[src/hdl/tlva_pkg.sv]
// Package: shared constants, types and state encodings.
`default_nettype none
package tlva_pkg;

  localparam int NODES_DEFAULT = 1024;
  localparam int IDX_W         = 10;
  localparam int COORD_W       = 24;
  localparam int DIFF_W        = COORD_W + 1;
  localparam int PROD_W        = 2 * DIFF_W;
  localparam int DMAG_W        = PROD_W + 1;
  localparam int RATE_W        = 32;
  localparam int AREA_W        = 32;
  localparam int AREA6_W       = AREA_W + 3;
  localparam int DIV_W         = AREA6_W + 16;
  localparam int NUM_W         = 83;
  localparam int SUM_W         = 48;
  localparam int TERM_W        = SUM_W + 1;
  localparam int QDEPTH        = 2;

  typedef enum logic {
    MODE_ACC  = 1'b0,
    MODE_READ = 1'b1
  } mode_t;

  typedef struct packed {
    mode_t                      mode;
    logic [IDX_W-1:0]           node_a;
    logic [IDX_W-1:0]           node_b;
    logic [IDX_W-1:0]           node_c;
    logic signed [TERM_W-1:0]   term;
  } job_t;

  typedef enum logic [3:0] {
    F_IDLE, F_DIFF, F_MUL, F_ABS, F_PLO, F_PHI, F_SUM, F_DIV, F_FIN, F_PUSH
  } front_state_t;

  typedef enum logic [1:0] {
    B_CLEAR, B_IDLE, B_RD, B_WR
  } back_state_t;

endpackage
`default_nettype wire

[src/hdl/tlva_queue.sv]
// Short job queue between the front and back ends.
`default_nettype none
module tlva_queue (
  input  wire                 clk,
  input  wire                 rst,
  input  tlva_pkg::job_t      wr_job,
  input  wire                 wr_valid,
  output logic                wr_ready,
  output tlva_pkg::job_t      rd_job,
  output logic                rd_valid,
  input  wire                 rd_ready
);
  import tlva_pkg::*;

  localparam int PW = $clog2(QDEPTH);

  job_t            slots [QDEPTH];
  logic [PW-1:0]   wr_ptr, rd_ptr;
  logic [PW:0]     count;
  logic            push, pop;

  assign wr_ready = count != (PW+1)'(QDEPTH);
  assign rd_valid = count != '0;
  assign push     = wr_valid && wr_ready;
  assign pop      = rd_valid && rd_ready;
  assign rd_job   = slots[rd_ptr];

  always_ff @(posedge clk) begin
    if (rst) begin
      wr_ptr <= '0;
      rd_ptr <= '0;
      count  <= '0;
    end else begin
      if (push) begin
        wr_ptr <= (wr_ptr == PW'(QDEPTH - 1)) ? '0 : wr_ptr + 1'b1;
      end
      if (pop) begin
        rd_ptr <= (rd_ptr == PW'(QDEPTH - 1)) ? '0 : rd_ptr + 1'b1;
      end
      count <= count + (PW+1)'(push) - (PW+1)'(pop);
    end
  end

  always_ff @(posedge clk) begin
    if (push) begin
      slots[wr_ptr] <= wr_job;
    end
  end

endmodule
`default_nettype wire

[config.mk]
export PLATFORM = sky130hd
export DESIGN_NAME = tlva_queue
export DESIGN_NICKNAME = d
export VERILOG_FILES = /design/src/hdl/tlva_pkg.sv /design/src/hdl/tlva_queue.sv
export SDC_FILE = /design/constraint.sdc
export NUM_CORES = 1
export LEC_CHECK = 0
export BUFFER_PORTS_ARGS = -buffer_cell sky130_fd_sc_hd__buf_2
export CAP_MARGIN = 20
export CORE_UTILIZATION = 35
export DETAILED_ROUTE_END_ITERATION = 8
export GPL_ROUTABILITY_DRIVEN = 0
export PLACE_DENSITY = 0.58
export SLEW_MARGIN = 15
export SYNTH_ARGS = -nofsm -noshare
export SYNTH_HDL_FRONTEND = slang
export SYNTH_SLANG_ARGS = --single-unit
[constraint.sdc]
create_clock -name clk -period 2.8 [get_ports clk]
set_input_delay 0.28 -clock clk [delete_from_list [all_inputs] [get_ports clk]]
set_output_delay 0.28 -clock clk [all_outputs]
set_load 0.03 [all_outputs]
==> impl_metrics.csv, run 1 <==
group,metric,value,unit
clocking,hold_buffers,0,
critical_path,slowest_delay,0.56,ns
floorplanning,die_w,133.0,µm
routing,drc,0,
sta,setup-violations-final,0,
critical_path,worst-r2r-setup-slack,0.79,ns
final_layout,fillers,1483,
sta,slew_headroom,0.6201,
synthesis,ys.flop_type,"edfxtp_1",
clocking,cts.sinks,165,
synthesis,yosysWarningCount,0,
final_layout,fin_nets,544,
sta,final.setup.tns,0,ns
clocking,cts-buffers-inserted,17,
critical_path,crit_path_start_kind,"flip-flop",
outcome,outcome,"finished, final reports clean",
pwr,power_per_cell_area,940.1,nW/µm²
critical_path,arrival,2.00,ns
sta,rsz0062_at_grt,"no",
place,place_ws,0.8124,ns
sta,final.period_utilization,0.8157,
sta,slew_violations,0,
synthesis,synth_cells,278,
sta,period_minus_slack,2.284,ns
pwr,intPower,5.219,mW
synthesis,ys_seq_area_frac,0.8163,
clocking,cts_max_path_buffers,2,
pwr,peakVddDrop,0.4380,mV
critical_path,reg2regPathDepth,4,
synthesis,syn_avg_cell_area,21.61,µm²
final_layout,mostFrequentLayoutCells,"buf_2, edfxtp_1, mux2_2",
grt,grt_overflow,0,
sta,skew,0.01565,ns
clocking,path_clk_slew,0.07,ns
floorplanning,row_count,47,
sta,max_freq,437.8,MHz
clocking,cts_resized,0,
critical_path,setup.worst_path.end,"rd_job[55]",
routing,dr.pass1.iters,4,
pwr,comb_power_share,0.237,
synthesis,synth_cell_type_count,22,
critical_path,required,2.52,ns
routing,drt-vias-per-instance,4.519,
floorplanning,start_util,0.3598,
critical_path,path_class,"reg -> out",
routing,antenna_left,0,
synthesis,async_flop_share,0,
final_layout,layout_commonest_cell,"buf_2",
routing,drtIter0Drc,150,
grt,grt_pass1_vias,3328,
critical_path,cp_max_fo,27,
worst_hold_path,min_path_type,"in -> reg",
place,portBuffers,165,
grt,grt_pass1_wl,17480,µm
synthesis,syn_nets,363,
sta,max_slew.worst_pin.slew,0.5686,ns
routing,routed_wl,11300,µm
clocking,root_buffer,"clkbuf_16",
sta,hold_violations,0,
final_layout,n_antenna_cell,0,
synthesis,synth-edff-count,160,
synthesis,syn_area,6008,µm²
floorplanning,io_pins,166,
pwr,leakagePower,2.910,nW
clocking,cts_tree,"built",
synthesis,synth_seq_cells,165,
sta,final.setup.worst_slack,0.5159,ns
grt,grt_max_degree,43,
pwr,p_switching,2.125,mW
critical_path,r2r_start,"count[0]$_SDFF_PP0_",
critical_path,end_kind,"output port",
floorplanning,die-height,133.0,µm
clocking,cts_setup_buffers,0,
synthesis,ys_top_cells_by_area,"edfxtp_1, mux2_2, dfxtp_1",
final_layout,drive_gt1_frac,0.6102,
clocking,clk-insertion-delay-late,0.43,ns
critical_path,path_cells,"buf_4 -> mux2_2 -> buf_2",
flow_run,maxCapViolations,0,
grt,antenna_found_initial,0,
critical_path,reg2reg_to,"slots[0][12]$_DFFE_PP_",
critical_path,worst-path-stages,3,
floorplanning,core_area,16700,µm²
routing,vias,3127,
critical_path,path_buf_inv,2,
synthesis,yosysTopAreaCell,"edfxtp_1",
floorplanning,die_area,17690,µm²
pwr,clockPowerShare,0.340,
pwr,switching_share,0.2894,
critical_path,crit_slowest_cell,"dfxtp_4",
critical_path,cp_top_family,"buffers and inverters",
place,dp_hpwl,7333,µm
routing,wire_per_inst,16.33,µm
pwr,power_frac_seq,0.423,
synthesis,synth_top_area_share,0.7997,
grt,grtUsageTotal,0.1351,
clocking,ctsHtreeMaxLevel,4,
final_layout,area_growth,30.03,%
sequential cells by signal, summed over array words and instances, names as in the netlist, named ones only:
register,flops
count,2
slots,160
rd_ptr,1
wr_ptr,1
through the flow:
stage / std cells / hold WS [ns] / utilization / instance area, µm² / total power, mW
5_1_grt: 692 / 0.01702 / 0.4678 / 7812 / 7.640
2_1_floorplan: 278 / 0.3491 / - / 6013 / 4.396
3_3_place_gp: 660 / 0.4681 / 0.4287 / 7159 / 4.894
3_5_place_dp: 660 / 0.4707 / 0.4287 / 7159 / 4.922
4_1_cts: 692 / 0.01632 / 0.4678 / 7812 / 7.434
6_report: 692 / 0.03637 / 0.4678 / 7812 / 7.345
metal layers:
layer	wire length (µm)	track usage	up-vias
met5	0	0	-
met4	257	0.07088	0
met3	818	0.05287	18
met2	5663	0.2219	111
met1	4561	0.1516	1537
li1	-	-	1461
worst min path at each step:
stage | startpoint | to | slack [ns] | depth (start not counted)
4_1_cts | wr_job[14] | slots[0][14]$_DFFE_PP_ | 0.02 | 1
6_report | wr_job[14] | slots[1][14]$_DFFE_PP_ | 0.04 | 1
2_1_floorplan | rst | wr_ptr$_SDFFE_PP0P_ | 0.35 | 1
3_5_place_dp | wr_job[22] | slots[0][22]$_DFFE_PP_ | 0.47 | 1
5_1_grt | wr_job[4] | slots[1][4]$_DFFE_PP_ | 0.02 | 1
3_3_place_gp | wr_job[17] | slots[0][17]$_DFFE_PP_ | 0.47 | 1
cell type report:
class | count | area [µm²] | share of cell area
Clock buffer | 21 | 480.5 | 0.06150
Clock inverter | 11 | 172.7 | 0.02210
Inverter | 1 | 7.507 | 0.0009609
Multi-Input combinational cell | 103 | 1060 | 0.1357
Sequential cell | 165 | 4908 | 0.6283
Tap cell | 220 | 275.3 | 0.03523
Timing Repair Buffer | 171 | 908.4 | 0.1163
power by group through the flow:
stage / Sequential (mW) / Clock, mW / Combinational (mW)
6_report: 3.11 / 2.50 / 1.74
5_1_grt: 3.13 / 2.67 / 1.84
4_1_cts: 3.11 / 2.56 / 1.76
3_5_place_dp: 3.16 / 0 / 1.76
3_3_place_gp: 3.15 / 0 / 1.75
2_1_floorplan: 3.11 / 0 / 1.29
kinds of logic after synthesis:
kind of cell | synth area share
AO/OA/AOI/OAI | 0.008538
XOR/XNOR | 0.001458
adder cells (fa/ha/maj) | 0.002082
buffers and inverters | 0.008120
flip-flops | 0.8163
multiplexers | 0.1518
AND/OR/NAND/NOR | 0.01166
cells in the mapped netlist (2+ instances only):
library cell,count
o21ai_0,2
nor2b_1,2
buf_2,9
dfxtp_1,5
mux2_2,80
edfxtp_1,160
nor2_1,5
Power figures use the tool's default switching activity.
==> run 2: changes to the inputs <==
Clock period 2.8 ns to 2 ns, I/O delays scaled along.
==> run 2 against run 1 <==
  * Power up 36%
  * Die area unchanged
  * Global-route usage down 0.15 points
  * Count of clock-buffer cells in the layout down 3
  * First-iteration DRC count down 19%
  * Design area up 9.5%
  * Flip-flop and latch count unchanged
  * Combinational power up 50%
  * Via count up 9.8%
  * Register-to-register slack worse by 0.31 ns
  * Non-clock buffer count up 81
  * Critical path type unchanged
  * Critical endpoint is now rd_job[13]
==> impl_metrics.csv, run 2 (synthesis gave the netlist of run 1 again) <==
group,metric,value,unit
critical_path,reg2regPathDepth,6,
floorplanning,row_count,47,
critical_path,required,1.80,ns
routing,wire_per_inst,14.60,µm
clocking,cts_resized,0,
final_layout,largest_reg_flops,160,
final_layout,fin_area,8557,µm²
floorplanning,io_pins,166,
clocking,cts.sinks,165,
sta,skew,0.008602,ns
critical_path,worst-r2r-setup-slack,0.48,ns
grt,grt_pass1_wl,17820,µm
place,dp_hpwl,6894,µm
worst_hold_path,hold_end,"wr_ptr$_SDFFE_PP0P_",
critical_path,path_class,"reg -> out",
routing,drt-vias-per-instance,4.442,
sta,fin_hold_ws,0.1684,ns
final_layout,drive_gt1_frac,0.5208,
sta,hold_violations,0,
critical_path,reg2reg_to,"count[1]$_SDFF_PP0_",
pwr,leakagePower,3.203,nW
sta,max_freq,557.6,MHz
critical_path,arrival,1.59,ns
clocking,ctsHtreeMaxLevel,4,
floorplanning,die_area,17690,µm²
final_layout,n_antenna_cell,0,
clocking,cts_setup_buffers,0,
critical_path,crit_slowest_cell,"dfxtp_4",
worst_hold_path,min_path_cells,3,
sta,final.period_utilization,0.8967,
grt,grtUsageTotal,0.1336,
final_layout,layout_commonest_cell,"buf_2",
sta,setup-violations-final,0,
flow_run,maxCapViolations,0,
sta,period_minus_slack,1.793,ns
sta,final.setup.worst_slack,0.2067,ns
worst_hold_path,worstHoldStart,"wr_valid",
final_layout,mostFrequentLayoutCells,"buf_2, edfxtp_1, dlygate4sd3_1",
clocking,cts-buffers-inserted,17,
place,placed_cell_area,7182,µm²
final_layout,final_cells,773,
sta,slew_headroom,0.7574,
outcome,outcome,"finished, final reports clean",
routing,routed_wl,11290,µm
grt,antenna_found_initial,0,
routing,antenna_left,0,
final_layout,fin_nets,625,
routing,dr.pass1.iters,4,
sta,final.setup.tns,0,ns
clocking,hold_buffers,81,
critical_path,crit_path_start_kind,"flip-flop",
final_layout,area_growth,42.42,%
floorplanning,die_w,133.0,µm
critical_path,cp_max_fo,42,
place,portBuffers,165,
critical_path,path_cells,"buf_12 -> mux2_2 -> buf_2",
sta,max_slew.worst_pin.slew,0.3640,ns
pwr,power,9.982,mW
final_layout,top_regs,"slots x160, count x2",
critical_path,r2r_start,"count[1]$_SDFF_PP0_",
worst_hold_path,min_path_type,"in -> reg",
routing,drtIter0Drc,122,
clocking,path_clk_slew,0.06,ns
sta,rsz0062_at_grt,"no",
place,dp.cells,660,
critical_path,slowest_delay,0.37,ns
critical_path,end_kind,"output port",
clocking,cts_tree,"built",
sta,slew_violations,0,
final_layout,regMostFlops,"slots",
floorplanning,core_area,16700,µm²
final_layout,finish.utilization,0.5124,
routing,drc,0,
grt,grt_max_degree,55,
floorplanning,die-height,133.0,µm
clocking,root_buffer,"clkbuf_16",
floorplanning,start_util,0.3598,
pwr,peakVddDrop,0.6030,mV
clocking,cts_max_path_buffers,2,
pwr,power_per_cell_area,1166,nW/µm²
place,place_ws,0.4558,ns
routing,vias,3434,
grt,grt_overflow,0,
grt,grt_pass1_vias,3621,
clocking,clk-insertion-delay-late,0.41,ns
run 2: cell count changes in the layout (fill, tap and decap cells not counted), sizes merged:
cell / change
clkinv: +1
bufinv: -2
clkinvlp: +3
dlygate4sd3: +81
inv: +1
clkbuf: -3
run 2: area by class of cell:
cell class,instances,area [µm²]
fill,1429,8144
sequential,165,4911
timing repair buffer,252,1732
multi-input combinational,103,1067
clock buffer,18,429.2
tap,220,275.3
clock inverter,14,135.1
inverter,1,7.507
run 2: power by group:
| group | switching (mW) | internal [mW] |
|---|---|---|
| clock | 1.24 | 1.82 |
| sequential | 0.0978 | 4.21 |
| combinational | 1.61 | 1.00 |
run 2: critical path: cells and delay by family (launching register included):
kind	cells	cell delay, ns
buffers and inverters	2	0.42
muxes	1	0.37
DFF	1	0.37
run 2: worst max-delay path by stage:
stage,end,from,slack (ns)
after detailed placement,count[1]$_SDFF_PP0_,wr_valid,0.46
after global placement,count[1]$_SDFF_PP0_,wr_valid,0.50
final,rd_job[13],flip-flop,0.21
after global routing,rd_job[3],flip-flop,0.12
after floorplan,slots[0][0]$_DFFE_PP_,count[0]$_SDFF_PP0_,-0.26
after CTS,rd_job[3],flip-flop,0.14
run 2: per-layer routing:
metal	up-vias	part of all wire	track usage
li1	1636	-	-
met1	1679	0.40	0.1445
met2	102	0.52	0.2341
met3	17	0.055	0.04176
met4	0	0.020	0.06897
met5	-	0	0
